--- config.mk ---
export PLATFORM = sky130hd
export DESIGN_NAME = pdm_boxcar_decimator_fir_unit_flat
export DESIGN_NICKNAME = d
export VERILOG_FILES = /design/src/rtl/pbd_pkg.sv /design/src/rtl/pbd_ifs.sv /design/src/rtl/pbd_ram.sv /design/src/rtl/pbd_div.sv /design/src/rtl/pbd_dp.sv /design/src/rtl/pbd_ctrl.sv /design/src/rtl/pdm_boxcar_decimator_fir_unit.sv /design/src/flat_wrapper.sv
export SDC_FILE = /design/constraint.sdc
export NUM_CORES = 1
export LEC_CHECK = 0
export BUFFER_PORTS_ARGS = -buffer_cell sky130_fd_sc_hd__clkbuf_2
export CELL_PAD_IN_SITES_DETAIL_PLACEMENT = 1
export CELL_PAD_IN_SITES_GLOBAL_PLACEMENT = 2
export CORE_ASPECT_RATIO = 1.5
export CORE_UTILIZATION = 29
export DETAILED_ROUTE_END_ITERATION = 10
export GPL_TIMING_DRIVEN = 0
export PLACE_DENSITY_LB_ADDON = 0.1
export SETUP_SLACK_MARGIN = 0.02
export SLEW_MARGIN = 0
export SYNTH_ARGS = -nofsm -noshare
export SYNTH_HDL_FRONTEND = slang
export SYNTH_SLANG_ARGS = --single-unit
export TNS_END_PERCENT = 10
--- constraint.sdc ---
create_clock -name clk -period 18.45 [get_ports clk]
set_clock_uncertainty 0.05 [all_clocks]
set_input_delay 3.69 -clock clk [delete_from_list [all_inputs] [get_ports clk]]
set_output_delay 3.69 -clock clk [all_outputs]
set_load 0.05 [all_outputs]
--- src/rtl/pbd_pkg.sv ---
// ----------------------------------------------------------------------------
// pbd_pkg
// Shared types, constants and the FIR coefficient table of the PDM decimator.
// ----------------------------------------------------------------------------
package pbd_pkg;

	localparam int PBD_BYTE_W    = 8;
	localparam int PBD_FACTOR_W  = 9;
	localparam int PBD_ONES_W    = 9;
	localparam int PBD_PHASE_W   = 8;
	localparam int PBD_SAMPLE_W  = 15;
	localparam int PBD_COEF_W    = 15;
	localparam int PBD_PROD_W    = PBD_SAMPLE_W + PBD_COEF_W;
	localparam int PBD_DIV_NUM_W = PBD_ONES_W + PBD_SAMPLE_W;
	localparam int PBD_DIV_CNT_W = 5;
	localparam int PBD_FRAC_W    = 16;

	localparam logic [PBD_FACTOR_W-1:0] PBD_FACTOR_RESET = 9'd64;
	localparam logic [PBD_FACTOR_W-1:0] PBD_FACTOR_MAX   = 9'd256;
	localparam logic [PBD_SAMPLE_W-1:0] PBD_SAMPLE_MAX   = 15'h7FFF;

	typedef enum logic [2:0] {
		ST_IDLE,
		ST_BIT,
		ST_DIV,
		ST_HWRITE,
		ST_MAC,
		ST_DRAIN,
		ST_EMIT
	} pbd_state_t;

	typedef struct packed {
		logic load;       // item accepted
		logic bit_step;   // consume one PDM bit
		logic hist_write; // push raw sample into history
		logic mac_issue;  // issue one tap read
		logic emit;       // load the output register
	} pbd_cmd_t;

	typedef struct packed {
		logic trigger;    // current bit completes a sample
		logic bit_last;   // current bit is bit 0
		logic more_bits;  // bits remain after the triggering bit
		logic div_done;
		logic last_tap;
		logic pipe_busy;
		logic out_free;
	} pbd_stat_t;

	// Q0.16 taps: rising half, then mirrored; pattern repeats every 16 taps
	function automatic logic [PBD_COEF_W-1:0] pbd_coef(input logic [3:0] k);
		logic [2:0] h;
		logic [PBD_COEF_W-1:0] c;
		h = k[3] ? ~k[2:0] : k[2:0];
		case (h)
			3'd0: c = 15'd328;
			3'd1: c = 15'd655;
			3'd2: c = 15'd1638;
			3'd3: c = 15'd3277;
			3'd4: c = 15'd6554;
			3'd5: c = 15'd9830;
			3'd6: c = 15'd13107;
			3'd7: c = 15'd16384;
			default: c = '0;
		endcase
		return c;
	endfunction

endpackage

--- src/rtl/pbd_ifs.sv ---
// ----------------------------------------------------------------------------
// pbd_ifs
// Valid/ready channels of the PDM decimator: PDM input, PCM output, config.
// ----------------------------------------------------------------------------
interface pbd_in_if;
	logic       valid;
	logic       ready;
	logic [7:0] pdm_data;
	logic       block_start;

	modport source (output valid, output pdm_data, output block_start, input ready);
	modport sink   (input valid, input pdm_data, input block_start, output ready);
endinterface

interface pbd_out_if;
	logic        valid;
	logic        ready;
	logic [14:0] pcm_sample;
	logic        last_of_run;

	modport source (output valid, output pcm_sample, output last_of_run, input ready);
	modport sink   (input valid, input pcm_sample, input last_of_run, output ready);
endinterface

interface pbd_cfg_if;
	logic       valid;
	logic       ready;
	logic [8:0] decim_factor;

	modport source (output valid, output decim_factor, input ready);
	modport sink   (input valid, input decim_factor, output ready);
endinterface

--- src/rtl/pbd_ram.sv ---
// ----------------------------------------------------------------------------
// pbd_ram
// Generic single-write, single-read RAM with registered read data.
// ----------------------------------------------------------------------------
module pbd_ram #(
	parameter int WIDTH = 15,
	parameter int DEPTH = 32
) (
	input  logic                                    clk,
	input  logic                                    we,
	input  logic [((DEPTH > 1) ? $clog2(DEPTH) : 1)-1:0] waddr,
	input  logic [WIDTH-1:0]                        wdata,
	input  logic [((DEPTH > 1) ? $clog2(DEPTH) : 1)-1:0] raddr,
	output logic [WIDTH-1:0]                        rdata
);

	logic [WIDTH-1:0] mem_q [DEPTH];

	always_ff @(posedge clk) begin
		if (we) begin
			mem_q[waddr] <= wdata;
		end
		rdata <= mem_q[raddr];
	end

endmodule

--- src/rtl/pbd_div.sv ---
// ----------------------------------------------------------------------------
// pbd_div
// Restoring divider, one quotient bit per cycle.
// ----------------------------------------------------------------------------
module pbd_div
	import pbd_pkg::*;
(
	input  logic                     clk,
	input  logic                     arst_n,
	input  logic                     start,
	input  logic [PBD_DIV_NUM_W-1:0] num,
	input  logic [PBD_FACTOR_W-1:0]  den,
	output logic [PBD_DIV_NUM_W-1:0] quot,
	output logic                     busy,
	output logic                     done
);

	logic [PBD_DIV_CNT_W-1:0] cnt_q;
	logic [PBD_FACTOR_W:0]    rem_q;
	logic [PBD_DIV_NUM_W-1:0] quo_q;
	logic [PBD_FACTOR_W-1:0]  den_q;
	logic                     done_q;
	logic [PBD_FACTOR_W:0]    rem_sh;
	logic                     fits;

	// remainder stays below den, so shifting in one bit never overflows
	assign rem_sh = {rem_q[PBD_FACTOR_W-1:0], quo_q[PBD_DIV_NUM_W-1]};
	assign fits   = rem_sh >= {1'b0, den_q};

	always_ff @(posedge clk or negedge arst_n) begin
		if (!arst_n) begin
			cnt_q  <= '0;
			done_q <= 1'b0;
		end else begin
			done_q <= 1'b0;
			if (start) begin
				cnt_q <= PBD_DIV_CNT_W'(PBD_DIV_NUM_W);
			end else if (cnt_q != '0) begin
				cnt_q <= cnt_q - 1'b1;
				if (cnt_q == PBD_DIV_CNT_W'(1)) begin
					done_q <= 1'b1;
				end
			end
		end
	end

	always_ff @(posedge clk) begin
		if (start) begin
			rem_q <= '0;
			quo_q <= num;
			den_q <= den;
		end else if (cnt_q != '0) begin
			rem_q <= fits ? (rem_sh - {1'b0, den_q}) : rem_sh;
			quo_q <= {quo_q[PBD_DIV_NUM_W-2:0], fits};
		end
	end

	assign quot = quo_q;
	assign busy = cnt_q != '0;
	assign done = done_q;

endmodule

--- src/rtl/pbd_dp.sv ---
// ----------------------------------------------------------------------------
// pbd_dp
// Datapath: bit counter, sample divider, circular tap history, shared MAC,
// output register and the decimation factor register.
// ----------------------------------------------------------------------------
module pbd_dp
	import pbd_pkg::*;
#(
	parameter int TAP_COUNT = 32
) (
	input  logic          clk,
	input  logic          arst_n,
	pbd_in_if.sink        pdm,
	pbd_out_if.source     pcm,
	pbd_cfg_if.sink       cfg,
	input  pbd_cmd_t      cmd,
	output pbd_stat_t     stat
);

	localparam int TW    = (TAP_COUNT > 1) ? $clog2(TAP_COUNT) : 1;
	localparam int ACC_W = PBD_PROD_W + TW + 1;
	localparam logic [TW-1:0] TAP_LAST = TW'(TAP_COUNT - 1);

	// configuration
	logic [PBD_FACTOR_W-1:0] factor_q;
	logic [PBD_FACTOR_W-1:0] eff_factor;

	assign cfg.ready = 1'b1;

	always_ff @(posedge clk or negedge arst_n) begin
		if (!arst_n) begin
			factor_q <= PBD_FACTOR_RESET;
		end else if (cfg.valid) begin
			factor_q <= cfg.decim_factor;
		end
	end

	always_comb begin
		if (factor_q == '0) begin
			eff_factor = PBD_FACTOR_W'(1);
		end else if (factor_q > PBD_FACTOR_MAX) begin
			eff_factor = PBD_FACTOR_MAX;
		end else begin
			eff_factor = factor_q;
		end
	end

	// bit scan
	logic [PBD_BYTE_W-1:0]   byte_q;
	logic [2:0]              bit_idx_q;
	logic [PBD_ONES_W-1:0]   ones_q;
	logic [PBD_PHASE_W-1:0]  phase_q;
	logic                    last_q;
	logic                    more_q;
	logic [PBD_ONES_W-1:0]   ones_nxt;
	logic                    trigger;
	logic                    div_start;

	assign ones_nxt  = ones_q + PBD_ONES_W'(byte_q[bit_idx_q]);
	assign trigger   = (PBD_FACTOR_W'(phase_q) + PBD_FACTOR_W'(1)) >= eff_factor;
	assign div_start = cmd.bit_step & trigger;

	always_ff @(posedge clk or negedge arst_n) begin
		if (!arst_n) begin
			ones_q  <= '0;
			phase_q <= '0;
		end else if (cmd.load) begin
			if (pdm.block_start) begin
				ones_q  <= '0;
				phase_q <= '0;
			end
		end else if (cmd.bit_step) begin
			ones_q  <= trigger ? '0 : ones_nxt;
			phase_q <= trigger ? '0 : phase_q + 1'b1;
		end
	end

	always_ff @(posedge clk) begin
		if (cmd.load) begin
			byte_q    <= pdm.pdm_data;
			bit_idx_q <= 3'd7;
		end else if (cmd.bit_step) begin
			bit_idx_q <= bit_idx_q - 1'b1;
			more_q    <= bit_idx_q != 3'd0;
			if (trigger) begin
				// another sample in this byte needs at least eff_factor more bits
				last_q <= PBD_FACTOR_W'(bit_idx_q) < eff_factor;
			end
		end
	end

	// raw sample = ones * 32767 / factor
	logic [PBD_DIV_NUM_W-1:0] div_num;
	logic [PBD_DIV_NUM_W-1:0] div_quot;
	logic                     div_busy;
	logic                     div_done;
	logic [PBD_SAMPLE_W-1:0]  raw_sample;

	assign div_num = {ones_nxt, {PBD_SAMPLE_W{1'b0}}} - PBD_DIV_NUM_W'(ones_nxt);

	pbd_div u_div (
		.clk    (clk),
		.arst_n (arst_n),
		.start  (div_start),
		.num    (div_num),
		.den    (eff_factor),
		.quot   (div_quot),
		.busy   (div_busy),
		.done   (div_done)
	);

	assign raw_sample = (|div_quot[PBD_DIV_NUM_W-1:PBD_SAMPLE_W]) ? PBD_SAMPLE_MAX
		: div_quot[PBD_SAMPLE_W-1:0];

	// tap history, newest at rd start, walked backward
	logic [TW-1:0]           wr_ptr_q;
	logic [TW-1:0]           rd_ptr_q;
	logic [TW-1:0]           tap_q;
	logic [TAP_COUNT-1:0]    hvalid_q;
	logic [PBD_SAMPLE_W-1:0] ram_rdata;

	always_ff @(posedge clk or negedge arst_n) begin
		if (!arst_n) begin
			hvalid_q <= '0;
			wr_ptr_q <= '0;
		end else if (cmd.load && pdm.block_start) begin
			hvalid_q <= '0;
		end else if (cmd.hist_write) begin
			hvalid_q[wr_ptr_q] <= 1'b1;
			wr_ptr_q <= (wr_ptr_q == TAP_LAST) ? '0 : wr_ptr_q + 1'b1;
		end
	end

	always_ff @(posedge clk) begin
		if (cmd.hist_write) begin
			rd_ptr_q <= wr_ptr_q;
			tap_q    <= '0;
		end else if (cmd.mac_issue) begin
			rd_ptr_q <= (rd_ptr_q == '0) ? TAP_LAST : rd_ptr_q - 1'b1;
			tap_q    <= (tap_q == TAP_LAST) ? '0 : tap_q + 1'b1;
		end
	end

	pbd_ram #(
		.WIDTH (PBD_SAMPLE_W),
		.DEPTH (TAP_COUNT)
	) u_hist (
		.clk   (clk),
		.we    (cmd.hist_write),
		.waddr (wr_ptr_q),
		.wdata (raw_sample),
		.raddr (rd_ptr_q),
		.rdata (ram_rdata)
	);

	// MAC pipeline: read -> multiply -> accumulate
	logic                    rd_vld_s1;
	logic                    hv_s1;
	logic [TW-1:0]           tap_s1;
	logic [6:0]              tap_ext;
	logic [PBD_SAMPLE_W-1:0] hist_s1;
	logic [PBD_COEF_W-1:0]   coef_s1;
	logic                    prod_vld_s2;
	logic [PBD_PROD_W-1:0]   prod_s2;
	logic [ACC_W-1:0]        acc_q;
	logic [PBD_SAMPLE_W-1:0] filt_sample;

	always_ff @(posedge clk or negedge arst_n) begin
		if (!arst_n) begin
			rd_vld_s1   <= 1'b0;
			prod_vld_s2 <= 1'b0;
		end else begin
			rd_vld_s1   <= cmd.mac_issue;
			prod_vld_s2 <= rd_vld_s1;
		end
	end

	assign tap_ext = 7'(tap_s1);
	assign hist_s1 = hv_s1 ? ram_rdata : '0;
	assign coef_s1 = pbd_coef(tap_ext[3:0]);

	always_ff @(posedge clk) begin
		hv_s1   <= hvalid_q[rd_ptr_q];
		tap_s1  <= tap_q;
		prod_s2 <= hist_s1 * coef_s1;
		if (cmd.hist_write) begin
			acc_q <= '0;
		end else if (prod_vld_s2) begin
			acc_q <= acc_q + ACC_W'(prod_s2);
		end
	end

	assign filt_sample = (|acc_q[ACC_W-1:PBD_FRAC_W+PBD_SAMPLE_W]) ? PBD_SAMPLE_MAX
		: acc_q[PBD_FRAC_W+PBD_SAMPLE_W-1:PBD_FRAC_W];

	// output register
	logic                    out_valid_q;
	logic [PBD_SAMPLE_W-1:0] out_sample_q;
	logic                    out_last_q;

	always_ff @(posedge clk or negedge arst_n) begin
		if (!arst_n) begin
			out_valid_q <= 1'b0;
		end else if (cmd.emit) begin
			out_valid_q <= 1'b1;
		end else if (pcm.ready) begin
			out_valid_q <= 1'b0;
		end
	end

	always_ff @(posedge clk) begin
		if (cmd.emit) begin
			out_sample_q <= filt_sample;
			out_last_q   <= last_q;
		end
	end

	assign pcm.valid       = out_valid_q;
	assign pcm.pcm_sample  = out_sample_q;
	assign pcm.last_of_run = out_last_q;

	assign stat.trigger   = trigger;
	assign stat.bit_last  = bit_idx_q == 3'd0;
	assign stat.more_bits = more_q;
	assign stat.div_done  = div_done;
	assign stat.last_tap  = tap_q == TAP_LAST;
	assign stat.pipe_busy = rd_vld_s1 | prod_vld_s2;
	assign stat.out_free  = !out_valid_q || pcm.ready;

	a_emit_free: assert property (@(posedge clk) disable iff (!arst_n)
		cmd.emit |-> (!out_valid_q || pcm.ready))
		else $error("output register overwritten");
	a_div_idle: assert property (@(posedge clk) disable iff (!arst_n)
		div_start |-> !div_busy)
		else $error("divider restarted while busy");
	a_write_quiet: assert property (@(posedge clk) disable iff (!arst_n)
		cmd.hist_write |-> !(rd_vld_s1 || prod_vld_s2))
		else $error("history written during MAC");

endmodule

--- src/rtl/pbd_ctrl.sv ---
// ----------------------------------------------------------------------------
// pbd_ctrl
// Sequencer: bit scan, divide, history push, tap walk, result hand-off.
// ----------------------------------------------------------------------------
module pbd_ctrl
	import pbd_pkg::*;
(
	input  logic      clk,
	input  logic      arst_n,
	pbd_in_if.sink    pdm,
	input  pbd_stat_t stat,
	output pbd_cmd_t  cmd
);

	pbd_state_t state_q;
	pbd_state_t state_nxt;

	always_ff @(posedge clk or negedge arst_n) begin
		if (!arst_n) begin
			state_q <= ST_IDLE;
		end else begin
			state_q <= state_nxt;
		end
	end

	always_comb begin
		state_nxt = state_q;
		case (state_q)
			ST_IDLE: begin
				if (pdm.valid) state_nxt = ST_BIT;
			end
			ST_BIT: begin
				if (stat.trigger) state_nxt = ST_DIV;
				else if (stat.bit_last) state_nxt = ST_IDLE;
			end
			ST_DIV: begin
				if (stat.div_done) state_nxt = ST_HWRITE;
			end
			ST_HWRITE: begin
				state_nxt = ST_MAC;
			end
			ST_MAC: begin
				if (stat.last_tap) state_nxt = ST_DRAIN;
			end
			ST_DRAIN: begin
				if (!stat.pipe_busy) state_nxt = ST_EMIT;
			end
			ST_EMIT: begin
				if (stat.out_free) state_nxt = stat.more_bits ? ST_BIT : ST_IDLE;
			end
			default: begin
				state_nxt = ST_IDLE;
			end
		endcase
	end

	always_comb begin
		cmd       = '0;
		pdm.ready = 1'b0;
		case (state_q)
			ST_IDLE: begin
				pdm.ready = 1'b1;
				cmd.load  = pdm.valid;
			end
			ST_BIT:    cmd.bit_step   = 1'b1;
			ST_HWRITE: cmd.hist_write = 1'b1;
			ST_MAC:    cmd.mac_issue  = 1'b1;
			ST_EMIT:   cmd.emit       = stat.out_free;
			default: begin
				cmd = '0;
			end
		endcase
	end

	a_load_scan: assert property (@(posedge clk) disable iff (!arst_n)
		cmd.load |=> cmd.bit_step)
		else $error("accepted item not scanned");
	a_write_mac: assert property (@(posedge clk) disable iff (!arst_n)
		cmd.hist_write |=> cmd.mac_issue)
		else $error("MAC did not follow history write");
	a_mac_end: assert property (@(posedge clk) disable iff (!arst_n)
		(cmd.mac_issue && stat.last_tap) |=> !cmd.mac_issue)
		else $error("tap walk overran");

endmodule

--- src/rtl/pdm_boxcar_decimator_fir_unit.sv ---
// ----------------------------------------------------------------------------
// pdm_boxcar_decimator_fir_unit
// PDM byte in, boxcar decimation, TAP_COUNT-tap FIR, saturated PCM out.
// ----------------------------------------------------------------------------
// A byte that forms no sample is accepted, then its PDM bits are scanned in turn.
// Each sample formed adds the bit-serial divide, one history write, TAP_COUNT tap
// reads through the shared MAC, the pipeline drain and the output register load,
// which waits while that register is still full. A new byte is taken once the
// byte's remaining bits are scanned and its last result sits in the output register.
// Reset clears control state and history valid bits; decim_factor returns to 64.
module pdm_boxcar_decimator_fir_unit
	import pbd_pkg::*;
#(
	parameter int TAP_COUNT = 32
) (
	input  logic      clk,
	input  logic      arst_n,
	pbd_in_if.sink    pdm,
	pbd_out_if.source pcm,
	pbd_cfg_if.sink   cfg
);

	pbd_cmd_t  cmd;
	pbd_stat_t stat;

	pbd_ctrl u_ctrl (
		.clk    (clk),
		.arst_n (arst_n),
		.pdm    (pdm),
		.stat   (stat),
		.cmd    (cmd)
	);

	pbd_dp #(
		.TAP_COUNT (TAP_COUNT)
	) u_dp (
		.clk    (clk),
		.arst_n (arst_n),
		.pdm    (pdm),
		.pcm    (pcm),
		.cfg    (cfg),
		.cmd    (cmd),
		.stat   (stat)
	);

endmodule

--- src/flat_wrapper.sv ---
// flat-port wrapper written by rule: the top's interface ports become plain ports
module pdm_boxcar_decimator_fir_unit_flat import pbd_pkg::*;
#(
	parameter int TAP_COUNT = 32
)
  (clk, arst_n, pdm_valid, pdm_pdm_data, pdm_block_start, pdm_ready, pcm_valid, pcm_pcm_sample, pcm_last_of_run, pcm_ready, cfg_valid, cfg_decim_factor, cfg_ready);
  pbd_in_if pdm_i ();
  pbd_out_if pcm_i ();
  pbd_cfg_if cfg_i ();
  input  logic clk;
  input  logic arst_n;
  input wire logic [$bits(pdm_i.valid)-1:0] pdm_valid;
  input wire logic [$bits(pdm_i.pdm_data)-1:0] pdm_pdm_data;
  input wire logic [$bits(pdm_i.block_start)-1:0] pdm_block_start;
  output wire logic [$bits(pdm_i.ready)-1:0] pdm_ready;
  output wire logic [$bits(pcm_i.valid)-1:0] pcm_valid;
  output wire logic [$bits(pcm_i.pcm_sample)-1:0] pcm_pcm_sample;
  output wire logic [$bits(pcm_i.last_of_run)-1:0] pcm_last_of_run;
  input wire logic [$bits(pcm_i.ready)-1:0] pcm_ready;
  input wire logic [$bits(cfg_i.valid)-1:0] cfg_valid;
  input wire logic [$bits(cfg_i.decim_factor)-1:0] cfg_decim_factor;
  output wire logic [$bits(cfg_i.ready)-1:0] cfg_ready;
  assign pdm_i.valid = pdm_valid;
  assign pdm_i.pdm_data = pdm_pdm_data;
  assign pdm_i.block_start = pdm_block_start;
  assign pdm_ready = pdm_i.ready;
  assign pcm_valid = pcm_i.valid;
  assign pcm_pcm_sample = pcm_i.pcm_sample;
  assign pcm_last_of_run = pcm_i.last_of_run;
  assign pcm_i.ready = pcm_ready;
  assign cfg_i.valid = cfg_valid;
  assign cfg_i.decim_factor = cfg_decim_factor;
  assign cfg_ready = cfg_i.ready;
  pdm_boxcar_decimator_fir_unit #(.TAP_COUNT(TAP_COUNT)) u_core (.clk(clk), .arst_n(arst_n), .pdm(pdm_i), .pcm(pcm_i), .cfg(cfg_i));
endmodule
# Word level (Yosys, flattened, before mapping)
# Memory sizes are Yosys's and may differ from the RTL's. A register that Yosys moved wholly into a read port is not among the register bits.
# Index checks and enable logic that the tools add are counted.
# W data, S select, Z words.
# word_totals
input_bits	23
word_cells	145
romBits	120
mem_count	2
mem_bits_rw	480
output_inout_bits	19
regBits	227
# memory_table
memory	words	width	rd	rd_clocked_by_memory_dff	wr	line	text
u_core.u_dp.u_hist.mem_q	32	15	1	1	1	pbd_ram.sv:17	logic [WIDTH-1:0] mem_q [DEPTH];
(no name shown)	8	15	1	0	0	pbd_pkg.sv:55	case (h)
# classes
magnitude_cmp	8
bitwise	6
n_reduce_logical	22
n_eq_ne	16
n_mul	1
addsub	11
mux	53
# ops
op	count
$mux W32	2
$mux W9	7
$mux W24	2
$add A36 B30 Y36	1
$mux W5	7
$mux W8	4
$or A32 B32 Y32	1
$mul A15 B15 Y30	1
$mux W15	2
$mux W3	8
$sub A24 B9 Y24	1
$pmux W3 S7	1
$mux W1	17
$lt A5 B6 Y1 const B	2
$add A5 B1 Y5 const B	2
$eq A5 B5 Y1 const B	2
$ge A10 B9 Y1	1
$ne A2 B2 Y1 const B	5
$reduce_bool A2 Y1	5
$sub A5 B1 Y5 const B	2
$add A8 B1 Y9 const B	1
$add A9 B1 Y9	1
$eq A3 B3 Y1 const B	3
$ge A9 B9 Y1	1
32 further kinds	38

# Logic depth before layout (Yosys ltp)
# logic_depth
word_depth	7
depth_mapped	29
mapped_depth_nobuf	27

# Worst setup path before layout
# OpenSTA, ideal clock, no wires.
# synth_timing
kind	reg-to-reg
start	reg u_core.u_dp.tap_s1[3]
end	reg u_core.u_dp.prod_s2[29]
path_slack_ns	11.154
path_stages_with_launch	29
period_less_slack_ns	7.296
arrival_ns	7.125
setup_ns	0.121
required_ns	18.279
path_buffers	2
path_cell_list	dfxtp_1 > clkbuf_1 > xor2_1 > ha_1 > clkbuf_1 > and2_1 > a21oi_1 > nor2_1 > fa_1 > inv_1 > fa_1 > inv_1 > fa_1 > inv_1 > fa_1 > inv_1 > fa_1 > inv_1 > fa_1 > inv_1 > ha_1 > a21o_1 > a21o_1 > a21oi_1 > a2111oi_0 > nor3_1 > o31ai_1 > a21oi_1 > xnor2_1
# synth_between
elab_chain_cells	3
# synth_lines
element	line	text
start, declared	pbd_dp.sv:159	logic [TW-1:0] tap_s1;
start signal, assigned	pbd_dp.sv:184	tap_s1 <= tap_q;
$mux W3	pbd_pkg.sv:54	h = k[3] ? ~k[2:0] : k[2:0];
$mem_v2 Z8 W15	n/a	
$mul A15 B15 Y30	pbd_dp.sv:185	prod_s2 <= hist_s1 * coef_s1;
end signal, assigned	pbd_dp.sv:185	
end, declared	pbd_dp.sv:164	logic [PBD_PROD_W-1:0] prod_s2;
# Every way passes these cells.
# A chain may end at the register's enable or synchronous reset.

# Final worst setup path
# Same ends and word-level chain as after synthesis.

==> impl_metrics.ini <==
[status]
status = finished, final reports clean

[critical_path]
worstPathRequired_ns = 18.93
worst-path-max-fanout = 10
crit_path_top_delay_cell = a2111oi_0
cp-end-kind = flop
critPathLaunchType = flop
arrival_ns = 9.76
max_stage_delay_ns = 0.93
critPathKind = flop to flop

[power_and_ir_drop]
ir_drop_mv = 0.0757
leakagePower_nw = 14.9
power.density_nw_per_um2 = 121

[cells_and_area]
diodes = 0
final_core_util = 0.337
fin_nets = 3378
drive_above_1_share = 0.157
fin_cells = 4808
fillCellCount = 13739
area_growth_pct = 15.1
stdcell_area_um2 = 43900

[timing]
worstMarginPinSlew_ns = 1.25
finalWorstSetupSlack_ns = 9.18
finalSetupViolations = 0
slew_headroom = 0.167
tns_ns = 0
hold_viol = 0
period_needed_ns = 9.27
slew_violations = 0
rsz0062_at_grt = no
finalCritPeriodShare = 0.502
fmax_ghz = 0.108

[routing]
via_count = 23240
drtPass1Iterations = 7
avgViaCountPerCell = 4.83
drt_wl_total_mm = 118
drt-wirelength-per-cell_um = 24.5
initialDrtViolationCount = 1078
drc = 0
antenna_left = 0

[floorplan]
core_area_um2 = 130000
die_area_um2 = 133000
rows = 162
ios = 42
chipWidth_um = 298
fp.dieH_um = 446
initial_core_util = 0.293

[place]
gp_congestion = 0.833
buffer_ports.inserted = 39
placed_area_um2 = 41200
placed_cells = 4658
dp_hpwl_mm = 89.3
pre_cts_slack_ns = 9.13

[yosys]
synth_nets = 3228
syn_area_per_cell_um2 = 13.3
synth_most_common_cell = edfxtp_1
ys_top_cells_by_area = edfxtp_1 (43%), mux4_2 (9.6%), fa_1 (8.9%)
synthCells = 2868
yosysTopAreaCellShare = 0.428
ys.flop_type = edfxtp_1
ys_ff_latch = 722
postSynth.asyncResetShare = 0.104
synthDistinctLibCells = 84
seq_area_frac_synth = 0.531
synth-edff-count = 544
syn-cell-area_um2 = 38200
synthTopCellsByCount = edfxtp_1 (544), inv_1 (277), nand2_1 (247)
yosys_warnings = 0
yosysTopAreaCell = edfxtp_1

[grt]
grt_use_met1 = 0.187
antenna_found_initial = 1
grt_max_degree = 61
grt_pass1_wl_mm = 175
grt_overflow = 0
grtUsageTotal = 0.180
gr-usage-met2 = 0.364
busiest_layer = met2
grt_pass1_vias = 26329
grtUsageMet3 = 0.0186

[clock_tree]
clock_path_buffers = 3
post_cts_buffers = 0
tritoncts = built
clkLatencyLatePin_ns = 0.67
cts_resized = 0
cts-buffers-inserted = 80
clockRootBuffer = clkbuf_16
hold_buffers = 0
clkTransAtPathRegs_ns = 0.05
htree_levels = 3
cts_sinks = 722

[min_path]
min_path_type = flop to flop

[run]
maxCapViolCount = 0
## worst paths after layout
kind	endpoint	cells after the start	startpoint	slack (ns)
max	u_core.u_dp.prod_s2[29]$_DFF_P_	28	u_core.u_dp.tap_s1[3]$_DFF_P_	9.18
min	u_core.u_dp.tap_s1[3]$_DFF_P_	0	u_core.u_dp.tap_q[3]$_SDFFE_PP0P_	0.35
max reg2reg	u_core.u_dp.prod_s2[29]$_DFF_P_	28	u_core.u_dp.tap_s1[3]$_DFF_P_	9.18
min reg2reg	u_core.u_dp.tap_s1[3]$_DFF_P_	0	u_core.u_dp.tap_q[3]$_SDFFE_PP0P_	0.35
max in group asynchronous	u_core.u_dp.hvalid_q[2]$_DFFE_PN0P_	2	arst_n	14.80
min in group asynchronous	u_core.u_dp.ones_q[3]$_DFFE_PN0P_	1	arst_n	2.91
## cell type report
class / count / area [µm²] / area share
Buffer: 136 / 569 / 0.0130
Clock buffer: 104 / 2180 / 0.0497
Clock inverter: 46 / 485 / 0.0111
Inverter: 279 / 1050 / 0.0238
Multi-Input combinational cell: 1731 / 16400 / 0.373
Sequential cell: 722 / 20300 / 0.462
Tap cell: 1722 / 2150 / 0.0491
Timing Repair Buffer: 68 / 811 / 0.0185
## worst max-delay path, delay by kind of cell (launching register included)
| family | cells | cell delay [ns] |
|---|---|---|
| compound gates | 7 | 2.62 |
| xor+xnor | 2 | 0.60 |
| fa+ha+maj | 8 | 3.85 |
| buf+inv | 8 | 0.97 |
| simple gates | 3 | 0.63 |
| flops | 1 | 0.42 |
## per-layer routing
layer / share of wire / wire length, µm
met5: 0 / 0
met4: 0.030 / 3510
met3: 0.021 / 2410
met2: 0.59 / 68900
met1: 0.36 / 42800
## cell families (layout without fill, tap and decap cells)
family	count (synthesis)	count (layout)	synth area share
adder cells (fa/ha/maj)	337	337	0.144
buffers and inverters	415	633	0.0424
XOR/XNOR	77	77	0.0184
multiplexers	227	227	0.114
flip-flops	722	722	0.531
AND/OR/NAND/NOR	723	723	0.0871
other	1	1	0.0000983
AO/OA/AOI/OAI	366	366	0.0629
## power breakdown
| part | total (W) | switching [W] | internal [W] |
|---|---|---|---|
| registers | 0.00198 | 0.000105 | 0.00188 |
| logic | 0.00169 | 0.00111 | 0.000574 |
| clock network | 0.00164 | 0.000688 | 0.000956 |
## placed cells by master, fill, tap and decap left out, types with 28 or more instances in the layout
cell type,n
edfxtp_1,544
mux2i_1,34
inv_1,277
mux2_2,29
dfrtp_1,74
and2_1,29
ha_1,168
dfxtp_1,103
nor2_2,28
xnor2_1,48
o21ai_0,64
clkbuf_16,82
a21o_1,38
o21a_1,51
nand2_1,247
clkbuf_2,39
nor2_1,210
clkbuf_1,106
nand3_1,32
a21oi_1,91
mux4_2,163
fa_1,169
## flip-flops by register name, summed over array words and instances (netlist names), 15 cells and up
register and flops:
u_core.u_dp.hvalid_q 32, u_core.u_dp.pcm.pcm_sample 15, u_core.u_dp.u_div.quot 24, u_core.u_dp.u_hist.mem_q 480, u_core.u_dp.u_hist.rdata 15, u_core.u_dp.prod_s2 30, u_core.u_dp.acc_q 36
## metrics by stage
step / hold WS (ns) / power, W
finish: 0.348 / 0.00531
floorplan: 0.301 / 0.00310
CTS: 0.360 / 0.00543
detailed placement: 0.331 / 0.00376
global route: 0.372 / 0.00562
global placement: 0.326 / 0.00372
(Power assumes the default switching activity.)
